--- src/rtl/core/eaic_pkg.sv ---
// Shared types and constants for the Ethernet ARP/ICMP receive classifier.
// No dependencies; compiled first.
`default_nettype none

package eaic_pkg;

  localparam int unsigned CNT_W = 6;
  localparam logic [CNT_W-1:0] CNT_MAX = 6'd63;

  // Configuration register indexes
  localparam logic REG_STATION_MAC = 1'b0;
  localparam logic REG_STATION_IP  = 1'b1;

  // Verdict codes
  localparam logic [2:0] VERDICT_IGNORE     = 3'd0;
  localparam logic [2:0] VERDICT_ARP_REQ    = 3'd1;
  localparam logic [2:0] VERDICT_ECHO_REQ   = 3'd2;
  localparam logic [2:0] VERDICT_ECHO_REPLY = 3'd3;
  localparam logic [2:0] VERDICT_SHORT      = 3'd4;

  // Protocol values
  localparam logic [15:0] ETYPE_ARP     = 16'h0806;
  localparam logic [15:0] ETYPE_IPV4    = 16'h0800;
  localparam logic [15:0] ARP_OP_REQ    = 16'h0001;
  localparam logic [7:0]  IP_PROTO_ICMP = 8'd1;
  localparam logic [7:0]  ICMP_ECHO_REQ = 8'd8;
  localparam logic [7:0]  ICMP_ECHO_REP = 8'd0;
  localparam logic [7:0]  BCAST_BYTE    = 8'hFF;

  // Byte offsets within the frame
  localparam logic [CNT_W-1:0] OFS_MAC_END    = 6'd6;
  localparam logic [CNT_W-1:0] OFS_ETYPE_HI   = 6'd12;
  localparam logic [CNT_W-1:0] OFS_ETYPE_LO   = 6'd13;
  localparam logic [CNT_W-1:0] OFS_ARP_OP_HI  = 6'd20;
  localparam logic [CNT_W-1:0] OFS_ARP_OP_LO  = 6'd21;
  localparam logic [CNT_W-1:0] OFS_IP_PROTO   = 6'd23;
  localparam logic [CNT_W-1:0] OFS_IP_DST_LO  = 6'd30;
  localparam logic [CNT_W-1:0] OFS_IP_DST_HI  = 6'd33;
  localparam logic [CNT_W-1:0] OFS_ICMP_TYPE  = 6'd34;
  localparam logic [CNT_W-1:0] OFS_ARP_TPA_LO = 6'd38;
  localparam logic [CNT_W-1:0] OFS_ARP_TPA_HI = 6'd41;

  // Minimum lengths
  localparam logic [CNT_W-1:0] LEN_ETH_HDR = 6'd14;
  localparam logic [CNT_W-1:0] LEN_IP_HDR  = 6'd34;
  localparam logic [CNT_W-1:0] LEN_FULL    = 6'd42;

  typedef struct packed {
    logic        dest_all_ones;
    logic        dest_is_station;
    logic [15:0] ether_type;
    logic [15:0] arp_opcode;
    logic        arp_target_matches;
    logic        ip_dest_matches;
    logic [7:0]  ip_protocol;
    logic [7:0]  icmp_type;
  } frame_state_t;

  localparam frame_state_t FRAME_CLEAR = '{
    dest_all_ones:      1'b1,
    dest_is_station:    1'b1,
    ether_type:         16'h0000,
    arp_opcode:         16'h0000,
    arp_target_matches: 1'b1,
    ip_dest_matches:    1'b1,
    ip_protocol:        8'h00,
    icmp_type:          8'h00
  };

  // Byte k of the station IP, first wire byte at k = 0
  function automatic logic [7:0] ip_byte(input logic [31:0] ip, input logic [1:0] k);
    logic [7:0] b;
    case (k)
      2'd0:    b = ip[31:24];
      2'd1:    b = ip[23:16];
      2'd2:    b = ip[15:8];
      default: b = ip[7:0];
    endcase
    return b;
  endfunction

endpackage

`default_nettype wire

--- src/rtl/core/eaic_if.sv ---
// Valid/ready channel interfaces for the classifier: byte input and verdict output.
// No dependencies.
`default_nettype none

interface eaic_in_if;
  logic       valid;
  logic       ready;
  logic [7:0] data_byte;
  logic       last_byte;

  modport source (output valid, output data_byte, output last_byte, input ready);
  modport sink   (input valid, input data_byte, input last_byte, output ready);
endinterface

interface eaic_out_if;
  logic       valid;
  logic       ready;
  logic [2:0] verdict;

  modport source (output valid, output verdict, input ready);
  modport sink   (input valid, input verdict, output ready);
endinterface

`default_nettype wire

--- src/rtl/core/eaic_decide.sv ---
// End-of-frame decision: maps captured header state and frame length to a verdict.
// Depends on eaic_pkg.
`default_nettype none

module eaic_decide (
  input  eaic_pkg::frame_state_t       st,
  input  logic [eaic_pkg::CNT_W-1:0]   len,
  output logic [2:0]                   verdict
);
  import eaic_pkg::*;

  always_comb begin
    verdict = VERDICT_IGNORE;
    if (len < LEN_ETH_HDR) begin
      verdict = VERDICT_SHORT;
    end else if (!st.dest_all_ones && !st.dest_is_station) begin
      verdict = VERDICT_IGNORE;
    end else if (st.ether_type == ETYPE_ARP) begin
      if (len < LEN_FULL) begin
        verdict = VERDICT_SHORT;
      end else if (st.arp_opcode == ARP_OP_REQ && st.arp_target_matches) begin
        verdict = VERDICT_ARP_REQ;
      end
    end else if (st.ether_type == ETYPE_IPV4) begin
      if (len < LEN_IP_HDR) begin
        verdict = VERDICT_SHORT;
      end else if (st.ip_dest_matches && st.ip_protocol == IP_PROTO_ICMP) begin
        if (len < LEN_FULL) begin
          verdict = VERDICT_SHORT;
        end else if (st.icmp_type == ICMP_ECHO_REQ) begin
          verdict = VERDICT_ECHO_REQ;
        end else if (st.icmp_type == ICMP_ECHO_REP) begin
          verdict = VERDICT_ECHO_REPLY;
        end
      end
    end
  end

endmodule

`default_nettype wire

--- src/rtl/core/ethernet_arp_icmp_classifier.sv ---
// Top level of the Ethernet ARP/ICMP receive classifier.
// Depends on eaic_pkg, eaic_if (eaic_in_if, eaic_out_if) and eaic_decide.
//
// Usage:
//  - in_chan carries one frame byte per beat (data_byte) with last_byte set on
//    the final byte. Beats may arrive every cycle.
//  - out_chan carries one verdict beat per frame, produced from the beat that
//    carried last_byte: 0 ignore, 1 ARP request for us, 2 ICMP echo request,
//    3 ICMP echo reply, 4 frame too short.
//  - Latency: the verdict is valid the cycle after the last byte is accepted.
//  - Throughput: one byte per cycle when not stalled; the per-byte work is a byte
//    compare and a 6-bit counter step ahead of header-state and verdict registers.
//  - Stall: the verdict register holds until out_chan.ready; a new byte is taken
//    while it is empty or being drained in the same cycle, so a stalled receiver
//    back-pressures the byte stream only while a verdict is waiting.
//  - cfg_we/cfg_index/cfg_data write station MAC (index 0) or station IP
//    (index 1); write only between frames.
//  - Reset (rst_n low, synchronous) clears the registers, the byte counter,
//    the header state and the pending verdict.
//  - Frames longer than 63 bytes: the counter saturates and later bytes are
//    not examined.
`default_nettype none

module ethernet_arp_icmp_classifier (
  input  wire logic          clk,
  input  wire logic          rst_n,
  eaic_in_if.sink            in_chan,
  eaic_out_if.source         out_chan,
  input  wire logic          cfg_we,
  input  wire logic          cfg_index,
  input  wire logic [47:0]   cfg_data
);
  import eaic_pkg::*;

  logic [47:0]      mac_r;
  logic [31:0]      ip_r;
  logic [CNT_W-1:0] cnt_r, cnt_nxt;
  frame_state_t     st_r, st_nxt;
  logic             out_valid_r;
  logic [2:0]       out_verdict_r;
  logic [2:0]       verdict_nxt;
  logic [7:0]       b;
  logic [7:0]       mac_byte;
  logic [7:0]       ipb;
  logic             acc;

  assign acc            = in_chan.valid && in_chan.ready;
  assign in_chan.ready  = !out_valid_r || out_chan.ready;
  assign out_chan.valid = out_valid_r;
  assign out_chan.verdict = out_verdict_r;
  assign b              = in_chan.data_byte;

  // Config registers
  always_ff @(posedge clk) begin
    if (!rst_n) begin
      mac_r <= '0;
      ip_r  <= '0;
    end else if (cfg_we) begin
      case (cfg_index)
        REG_STATION_MAC: mac_r <= cfg_data;
        REG_STATION_IP:  ip_r  <= cfg_data[31:0];
        default: ;
      endcase
    end
  end

  // Expected destination MAC byte at this offset
  always_comb begin
    case (cnt_r[2:0])
      3'd0:    mac_byte = mac_r[47:40];
      3'd1:    mac_byte = mac_r[39:32];
      3'd2:    mac_byte = mac_r[31:24];
      3'd3:    mac_byte = mac_r[23:16];
      3'd4:    mac_byte = mac_r[15:8];
      3'd5:    mac_byte = mac_r[7:0];
      default: mac_byte = 8'h00;
    endcase
  end

  // IP field offsets 30..33 and 38..41 both start at 2 mod 4
  assign ipb = ip_byte(ip_r, cnt_r[1:0] - 2'd2);

  // Per-byte header capture
  always_comb begin
    st_nxt  = st_r;
    cnt_nxt = cnt_r;
    if (cnt_r != CNT_MAX) begin
      cnt_nxt = cnt_r + 6'd1;
      if (cnt_r < OFS_MAC_END) begin
        if (b != BCAST_BYTE) st_nxt.dest_all_ones = 1'b0;
        if (b != mac_byte)   st_nxt.dest_is_station = 1'b0;
      end else if (cnt_r == OFS_ETYPE_HI) begin
        st_nxt.ether_type[15:8] = b;
      end else if (cnt_r == OFS_ETYPE_LO) begin
        st_nxt.ether_type[7:0] = b;
      end
      // ARP view
      if (cnt_r == OFS_ARP_OP_HI) begin
        st_nxt.arp_opcode[15:8] = b;
      end else if (cnt_r == OFS_ARP_OP_LO) begin
        st_nxt.arp_opcode[7:0] = b;
      end else if (cnt_r >= OFS_ARP_TPA_LO && cnt_r <= OFS_ARP_TPA_HI) begin
        if (b != ipb) st_nxt.arp_target_matches = 1'b0;
      end
      // IPv4 / ICMP view
      if (cnt_r == OFS_IP_PROTO) begin
        st_nxt.ip_protocol = b;
      end else if (cnt_r >= OFS_IP_DST_LO && cnt_r <= OFS_IP_DST_HI) begin
        if (b != ipb) st_nxt.ip_dest_matches = 1'b0;
      end else if (cnt_r == OFS_ICMP_TYPE) begin
        st_nxt.icmp_type = b;
      end
    end
  end

  // Decision sees the state including the current (last) byte
  eaic_decide u_decide (
    .st      (st_nxt),
    .len     (cnt_nxt),
    .verdict (verdict_nxt)
  );

  // Frame state
  always_ff @(posedge clk) begin
    if (!rst_n) begin
      cnt_r <= '0;
      st_r  <= FRAME_CLEAR;
    end else if (acc) begin
      if (in_chan.last_byte) begin
        cnt_r <= '0;
        st_r  <= FRAME_CLEAR;
      end else begin
        cnt_r <= cnt_nxt;
        st_r  <= st_nxt;
      end
    end
  end

  // Verdict register
  always_ff @(posedge clk) begin
    if (!rst_n) begin
      out_valid_r <= 1'b0;
    end else if (acc && in_chan.last_byte) begin
      out_valid_r <= 1'b1;
    end else if (out_chan.ready) begin
      out_valid_r <= 1'b0;
    end
  end

  always_ff @(posedge clk) begin
    if (acc && in_chan.last_byte) begin
      out_verdict_r <= verdict_nxt;
    end
  end

  // A new verdict only comes from a last-byte beat
  a_rose_from_last: assert property (@(posedge clk) disable iff (!rst_n)
    $rose(out_valid_r) |-> $past(acc && in_chan.last_byte))
    else $error("verdict appeared without a last-byte beat");

  // A pending verdict is never overwritten before it is taken
  a_no_overwrite: assert property (@(posedge clk) disable iff (!rst_n)
    out_valid_r && !out_chan.ready |-> !acc)
    else $error("byte accepted while verdict stalled");

  // Counter restarts after each frame
  a_cnt_clear: assert property (@(posedge clk) disable iff (!rst_n)
    acc && in_chan.last_byte |=> cnt_r == '0 && st_r == FRAME_CLEAR)
    else $error("frame state not cleared after last byte");

  // Counter steps by one per middle byte until saturation
  a_cnt_step: assert property (@(posedge clk) disable iff (!rst_n)
    acc && !in_chan.last_byte && cnt_r != CNT_MAX |=> cnt_r == $past(cnt_r) + 6'd1)
    else $error("byte counter did not advance");

  // Verdict code within the defined range
  a_verdict_range: assert property (@(posedge clk) disable iff (!rst_n)
    out_valid_r |-> out_verdict_r <= VERDICT_SHORT)
    else $error("verdict code out of range");

endmodule

`default_nettype wire

--- src/flat_wrapper.sv ---
// flat-port wrapper written by rule: the top's interface ports become plain ports
module ethernet_arp_icmp_classifier_flat import eaic_pkg::*;
  (clk, rst_n, cfg_we, cfg_index, cfg_data, in_chan_valid, in_chan_data_byte, in_chan_last_byte, in_chan_ready, out_chan_valid, out_chan_verdict, out_chan_ready);
  eaic_in_if in_chan_i ();
  eaic_out_if out_chan_i ();
  input  wire logic clk;
  input  wire logic rst_n;
  input  wire logic cfg_we;
  input  wire logic cfg_index;
  input  wire logic [47:0] cfg_data;
  input wire logic [$bits(in_chan_i.valid)-1:0] in_chan_valid;
  input wire logic [$bits(in_chan_i.data_byte)-1:0] in_chan_data_byte;
  input wire logic [$bits(in_chan_i.last_byte)-1:0] in_chan_last_byte;
  output wire logic [$bits(in_chan_i.ready)-1:0] in_chan_ready;
  output wire logic [$bits(out_chan_i.valid)-1:0] out_chan_valid;
  output wire logic [$bits(out_chan_i.verdict)-1:0] out_chan_verdict;
  input wire logic [$bits(out_chan_i.ready)-1:0] out_chan_ready;
  assign in_chan_i.valid = in_chan_valid;
  assign in_chan_i.data_byte = in_chan_data_byte;
  assign in_chan_i.last_byte = in_chan_last_byte;
  assign in_chan_ready = in_chan_i.ready;
  assign out_chan_valid = out_chan_i.valid;
  assign out_chan_verdict = out_chan_i.verdict;
  assign out_chan_i.ready = out_chan_ready;
  ethernet_arp_icmp_classifier u_core (.clk(clk), .rst_n(rst_n), .in_chan(in_chan_i), .out_chan(out_chan_i), .cfg_we(cfg_we), .cfg_index(cfg_index), .cfg_data(cfg_data));
endmodule
--- config.mk ---
export PLATFORM = sky130hd
export DESIGN_NAME = ethernet_arp_icmp_classifier_flat
export DESIGN_NICKNAME = d
export VERILOG_FILES = /design/src/rtl/core/eaic_pkg.sv /design/src/rtl/core/eaic_if.sv /design/src/rtl/core/eaic_decide.sv /design/src/rtl/core/ethernet_arp_icmp_classifier.sv /design/src/flat_wrapper.sv
export SDC_FILE = /design/constraint.sdc
export NUM_CORES = 1
export LEC_CHECK = 0
export BUFFER_PORTS_ARGS = -buffer_cell sky130_fd_sc_hd__buf_2
export CORE_MARGIN = 2
export CORE_UTILIZATION = 50
export DETAILED_ROUTE_END_ITERATION = 10
export PLACE_DENSITY = 0.7
export SYNTH_ARGS = -nofsm -noshare
export SYNTH_HDL_FRONTEND = slang
export SYNTH_SLANG_ARGS = --single-unit
--- constraint.sdc ---
create_clock -name clk -period 3.3 [get_ports clk]
set_clock_uncertainty 0.1 [all_clocks]
set_input_delay 0 -clock clk [delete_from_list [all_inputs] [get_ports clk]]
set_output_delay 0 -clock clk [all_outputs]
set_load 0.05 [all_outputs]
* Word level (Yosys, flattened, before mapping)
Index checks and enable logic that the tools add are counted.
Word-level totals: register bits 142, output and inout bits 5, word-level logic and storage cells 103
Cells by class: add/subtract/negate cells 2, order comparisons 8, equality and inequality tests 22, multiplexer cells 38, bitwise gates (word level) 1, reductions and logical operators 18
Operators with widths (number):
- 52-bit 2-to-1 mux | 2
- 8-bit 2-to-1 mux | 9
- 8-bit case mux with 6 select lines | 1
- 16-bit by 12-bit equality test with 1-bit output (second input constant) | 2
- 8-bit case mux with 3 select lines | 1
- 3-bit 2-to-1 mux | 7
- 6-bit by 5-bit equality test with 1-bit output (second input constant) | 3
- 16-bit by 1-bit equality test with 1-bit output (second input constant) | 1
- 16-bit 2-to-1 mux | 1
- 8-bit != test | 2
- 6-bit by 4-bit equality test with 1-bit output (second input constant) | 2
- 6-bit <= comparator (second input constant) | 2
- 6-bit less-than comparator (second input constant) | 2
- 6-bit 2-to-1 mux | 2
- 1-bit 2-to-1 mux | 11
- 9-bit 2-to-1 mux | 1
- 8-bit by 1-bit equality test with 1-bit output (second input constant) | 1
- 8-bit by 4-bit equality test with 1-bit output (second input constant) | 1
- 8-bit zero test | 1
- 8-bit != test (second input constant) | 1
- 1-bit logical AND | 7
- 6-bit by 1-bit adder with 6-bit output (second input constant) | 1
- 3-bit by 2-bit equality test with 1-bit output (second input constant) | 2
- 3-bit equality test (second input constant) | 2
- 19 further kinds | 24

* Longest topological paths before layout
depth in word-level cells 18, depth in mapped cells 13, gate-level depth less buffers 10

* By module
From an unflattened synthesis, not the netlist that was laid out.
Unflattened totals: cells, all modules 817, area, all modules 7111.8 um^2
Modules (own cells, without submodules):
- ethernet_arp_icmp_classifier | instances 1, cells an instance 783, area an instance 6877.8 um^2
- eaic_decide | instances 1, cells an instance 34, area an instance 234.0 um^2

* Least setup slack after synthesis
OpenSTA, ideal clock, no wires.
path type register to register, start point register u_core.cnt_r[1], end point register u_core.out_verdict_r[0] (netlist: u_core.out_chan.verdict[0]) (data pin), library setup time 0.157 ns, arrival 2.345 ns, required time 3.043 ns, slack 0.698 ns, cell stages (with the launch flop) 14, buffers on the path 3, clock period less this slack 2.602 ns, cells stage by stage dfxtp_1 buf_2 inv_1 ha_1 buf_6 buf_6 a222oi_1 mux2i_1 xnor2_1 nand4_1 nor2_1 nor3_1 o32a_1 nor3_1
Between the ends: cells in the longest elaborated chain, start to end 13, elaborated cells on any way between the ends 74, those cells by class add/sub: 2; order compare: 8; eq/ne: 21; mux: 32; reduce/logical: 11
RTL lines:
- from (decl) | RTL line ethernet_arp_icmp_classifier.sv:37 | logic [CNT_W-1:0] cnt_r, cnt_nxt;
- from (signal assigned) | RTL line ethernet_arp_icmp_classifier.sv:133 | cnt_r <= cnt_nxt;
- 2-bit subtractor, or another cell as far along | RTL line ethernet_arp_icmp_classifier.sv:81 | assign ipb = ip_byte(ip_r, cnt_r[1:0] - 2'd2);
- 2-bit equality test, or another cell as far along | RTL line eaic_pkg.sv:73 | case (k)
- 8-bit case mux with 3 select lines / 8-bit 2-to-1 mux (equally long branches) | RTL line eaic_pkg.sv:73, ethernet_arp_icmp_classifier.sv:108
- 8-bit != test / 8-bit 2-to-1 mux (equally long branches) | RTL line ethernet_arp_icmp_classifier.sv:103, ethernet_arp_icmp_classifier.sv:109, ethernet_arp_icmp_classifier.sv:106
- 1-bit 2-to-1 mux, or another cell as far along | RTL line ethernet_arp_icmp_classifier.sv:109 | if (b != ipb) st_nxt.ip_dest_matches = 1'b0;
- 1-bit 2-to-1 mux, or another cell as far along | RTL line ethernet_arp_icmp_classifier.sv:108 | end else if (cnt_r >= OFS_IP_DST_LO && cnt_r <= OFS_IP_DST_HI) begin
- 1-bit 2-to-1 mux, or another cell as far along | RTL line ethernet_arp_icmp_classifier.sv:106 | if (cnt_r == OFS_IP_PROTO) begin
- 52-bit 2-to-1 mux, or another cell as far along | RTL line ethernet_arp_icmp_classifier.sv:87 | if (cnt_r != CNT_MAX) begin
- 1-bit logical AND, or another cell as far along | RTL line eaic_decide.sv:27 | end else if (st.ip_dest_matches && st.ip_protocol == IP_PROTO_ICMP) begin
- 3-bit 2-to-1 mux / 1-bit logical AND (equally long branches) | RTL line eaic_decide.sv:27, eaic_decide.sv:21
- 3-bit 2-to-1 mux / 1-bit 2-to-1 mux (equally long branches) | RTL line eaic_decide.sv:25, eaic_decide.sv:21
- 3-bit 2-to-1 mux (on tied branches) | RTL line eaic_decide.sv:24, eaic_decide.sv:19
- 3-bit 2-to-1 mux | RTL line eaic_decide.sv:18 | end else if (st.ether_type == ETYPE_ARP) begin
- to (signal assigned) | RTL line ethernet_arp_icmp_classifier.sv:152 | out_verdict_r <= verdict_nxt;
- to (decl) | RTL line ethernet_arp_icmp_classifier.sv:40 | logic [2:0] out_verdict_r;
Several ways; a longest one is shown, not always the timed one. A chain may end at the register's enable or synchronous reset.

* Worst setup path after layout
start point register u_core.cnt_r[0], end point register u_core.out_verdict_r[0] (netlist: u_core.out_chan.verdict[0]) (data pin)
Same word-level chain as after synthesis.

==> impl_metrics.csv <==
group,metric,value,unit
outcome,status,"finished clean",
synthesis,synth-edff-count,3,
pwr,p_total,4.141,mW
sta,hold_violations,0,
clock_tree,clk_latency,430,ps
sta,tightest_slew,1240,ps
setup_path,path_class,"reg2reg",
sta,slew_headroom,0.1731,
synthesis,synth_warnings,0,
pwr,power_frac_seq,0.436,
floorplan,die_h,120.9,um
pwr,power.switching,1.011,mW
clock_tree,tritoncts,"yes",
placement,numPortBuffers,67,
hold_path,hold_depth,4,
synthesis,synthTopCellsByCount,"nand2_1 (195), dfxtp_1 (139), a21boi_0 (81), nor2b_1 (67), a22oi_1 (52)",
clock_tree,cts_buffer_depth,2,
synthesis,postSynthCellCount,827,
setup_path,end_kind,"register",
placement,dpl.hpwl,13410,um
sta,fin_crit_sh,0.9576,
floorplan,die_area,0.01462,sq mm
synthesis,avgSynthCellArea,8.265,sq um
final_layout,diodes,0,
clock_tree,cts_root_buf,"clkbuf_16",
route,drtPass1Iterations,8,
setup_path,r2r_end,"u_core.out_chan.verdict[0]",
synthesis,synth_area_leader_cell,"dfxtp_1",
route,wl,20360,um
synthesis,yosysMostFrequentCell,"nand2_1",
clock_tree,h-tree-depth,4,
grt,gr-total-overflow,0,
clock_tree,clock_sinks,142,
sta,timing.fmax,316.5,MHz
grt,grt_util_all_layers,0.2828,
floorplan,num_io_pins,68,
hold_path,min-delay-start,"cfg_index",
pwr,p_clk_frac,0.471,
setup_path,cp_max_fo,15,
route,ant_nets,0,
final_layout,final_nets,984,
route,drt_iter0_drc,657,
setup_path,r2r_start,"u_core.cnt_r[0]",
synthesis,ys_types,65,
sta,finalMaxSlewViolations,0,
hold_path,min_to,"u_core.mac_r[14]",
synthesis,synth-seq-cells,142,
synthesis,ys_seq_area_frac,0.4203,
final_layout,seq_area,0.002873,sq mm
setup_path,cp.required,3470,ps
final_layout,multi_input_area,0.003657,sq mm
setup_path,rrSetupSlack,140,ps
synthesis,yosys_most_used_dff,"dfxtp_1",
setup_path,r2r_cells,10,
synthesis,syn-num-nets,896,
sta,hold_slack,20.69,ps
pwr,swShare,0.2441,
floorplan,start_util,0.5141,
synthesis,synth_top_area_frac,0.4071,
pwr,total_leakage_power,2.989,nW
hold_path,hold_class,"in2reg",
sta,fin_setup_tns,0,ps
run,drv_cap,0,
clock_tree,cts_buffers,17,
pwr,p_int,3.130,mW
pwr,p_per_area,496.4,mW/mm^2
grt,grt_max_degree,57,
pwr,vdd_drop_max,0.5276,mV
route,vias,6437,
clock_tree,clk_pin_slew,60,ps
final_layout,fillers,1156,
grt,grt_pass1_wl,31790,um
synthesis,syn_area,0.006835,sq mm
route,viasPerCell,5.831,
sta,finalSetupViolCount,0,
synthesis,async_flop_share,0,
route,drc,0,
grt,grt_antenna_before_repair,0,
sta,min_period,3160,ps
setup_path,crit_path_start_kind,"register",
final_layout,area_growth,22.04,%
pwr,comb_power_share,0.092,
placement,place_congestion,0.9615,
sta,rsz0062_at_grt,"no",
floorplan,core,0.01330,sq mm
setup_path,arrival,3330,ps
floorplan,die_w,120.9,um
floorplan,rows,42,
grt,grt_pass1_vias,6069,
synthesis,synth_area_leaders,"dfxtp_1 (41%), nand2_1 (11%), a21boi_0 (8.9%), nor2b_1 (6.1%), a22oi_1 (5.7%)",
route,wl_per_cell,18.44,um
final_layout,layout-drive-gt1-share,0.1347,
-- state kept, by name, summed over array words and instances (netlist names) --
register / cells
u_core.ip_r: 32
u_core.out_chan.verdict: 3
u_core.mac_r: 48
u_core.out_chan.valid: 1
u_core.cnt_r: 6
u_core.st_r: 52
-- stage by stage --
stage | cell area, sq um | std cells | worst slack (ps) | util
after floorplan | 6835 | 827 | 698.2 | -
after global placement | 7241 | 1023 | 312.0 | 0.5446
after detailed placement | 7241 | 1023 | 233.7 | 0.5446
after CTS | 8339 | 1104 | 181.7 | 0.6272
after global routing | 8342 | 1104 | 44.47 | 0.6274
final | 8342 | 1104 | 140.0 | 0.6274
-- repair_timing --
action / in CTS / in global routing
resized for setup: 0 / 1
hold buffers: 49 / 0
endpoints found under the hold margin: 81 / 0
buffers inserted: 0 / 0
setup endpoints to repair: 0 / 6
-- final cells by class --
cell class | count | area share
Multi-Input combinational cell | 608 | 0.4384
Sequential cell | 142 | 0.3444
Timing Repair Buffer | 128 | 0.1098
Clock buffer | 21 | 0.05760
Tap cell | 176 | 0.02640
Clock inverter | 11 | 0.01530
Inverter | 18 | 0.008100
-- power groups by stage --
stage / clock network (mW) / logic (mW) / registers [mW]
6_report: 1.95 / 0.383 / 1.81
3_5_place_dp: 0 / 0.328 / 1.84
2_1_floorplan: 0 / 0.213 / 1.83
5_1_grt: 2.06 / 0.416 / 1.81
4_1_cts: 1.98 / 0.373 / 1.80
3_3_place_gp: 0 / 0.321 / 1.84
-- per-layer routing --
| metal | vias up | global-route usage | share of wire |
|---|---|---|---|
| li1 | 3075 | - | - |
| met5 | - | 0 | 0 |
| met4 | 0 | 0.1221 | 0.027 |
| met1 | 3067 | 0.3576 | 0.42 |
| met3 | 42 | 0.05733 | 0.062 |
| met2 | 253 | 0.4673 | 0.49 |
-- how the worst max path moves through the flow --
stage | cells past startpoint | to | slack [ps] | startpoint
after floorplan | 13 | u_core.out_chan.verdict[0] | 700 | u_core.cnt_r[1]
after global placement | 10 | u_core.out_chan.verdict[0] | 310 | u_core.cnt_r[0]
after global routing | 10 | u_core.out_chan.verdict[0] | 40 | u_core.cnt_r[0]
after detailed placement | 10 | u_core.out_chan.verdict[0] | 230 | u_core.cnt_r[0]
final | 10 | u_core.out_chan.verdict[0] | 140 | u_core.cnt_r[0]
after CTS | 10 | u_core.out_chan.verdict[0] | 180 | u_core.cnt_r[0]
-- worst max-delay path, cell delays in order, from the launching register on --
cell,delay [ps]
dfxtp_1,470
inv_1,120
ha_1,430
a222oi_1,520
nand2_1,100
a21oi_1,180
xnor2_1,80
a31o_2,220
nor4_2,390
a21oi_1,180
nor3_1,200
-- cells by family (layout without fill, tap and decap cells) --
family / count (synthesis) / after routing / synth area share
AOI/OAI and AO/OA: 227 / 227 / 0.2449
xor gates and xnor gates: 11 / 11 / 0.01409
adders and majority gates: 6 / 6 / 0.01098
buffers and inverters: 77 / 178 / 0.04613
DFF: 142 / 142 / 0.4203
muxes: 12 / 12 / 0.01812
and+or+nand+nor: 352 / 352 / 0.2455
-- cell usage in the layout (no fill, tap or decap), types with 4 or more instances in the layout --
cell and instances:
a22oi_1 52, o21ai_0 12, buf_2 67, clkbuf_16 17, nand3_1 11, a22o_1 4, a222oi_1 12, nor4_1 6
o31ai_1 5, dlygate4sd3_1 49, a32oi_1 4, a21oi_1 16, nor2b_1 66, inv_1 17, a31oi_1 7, nand4_1 8
ha_1 5, mux2i_1 9, a21boi_0 81, xnor2_1 10, nor2_1 26, and2_1 7, nor3_1 8, o21ai_1 6
o211ai_1 4, clkbuf_8 4, nand2_1 195, dfxtp_1 139, buf_4 12
No activity file was read; power rests on OpenSTA's default activity.
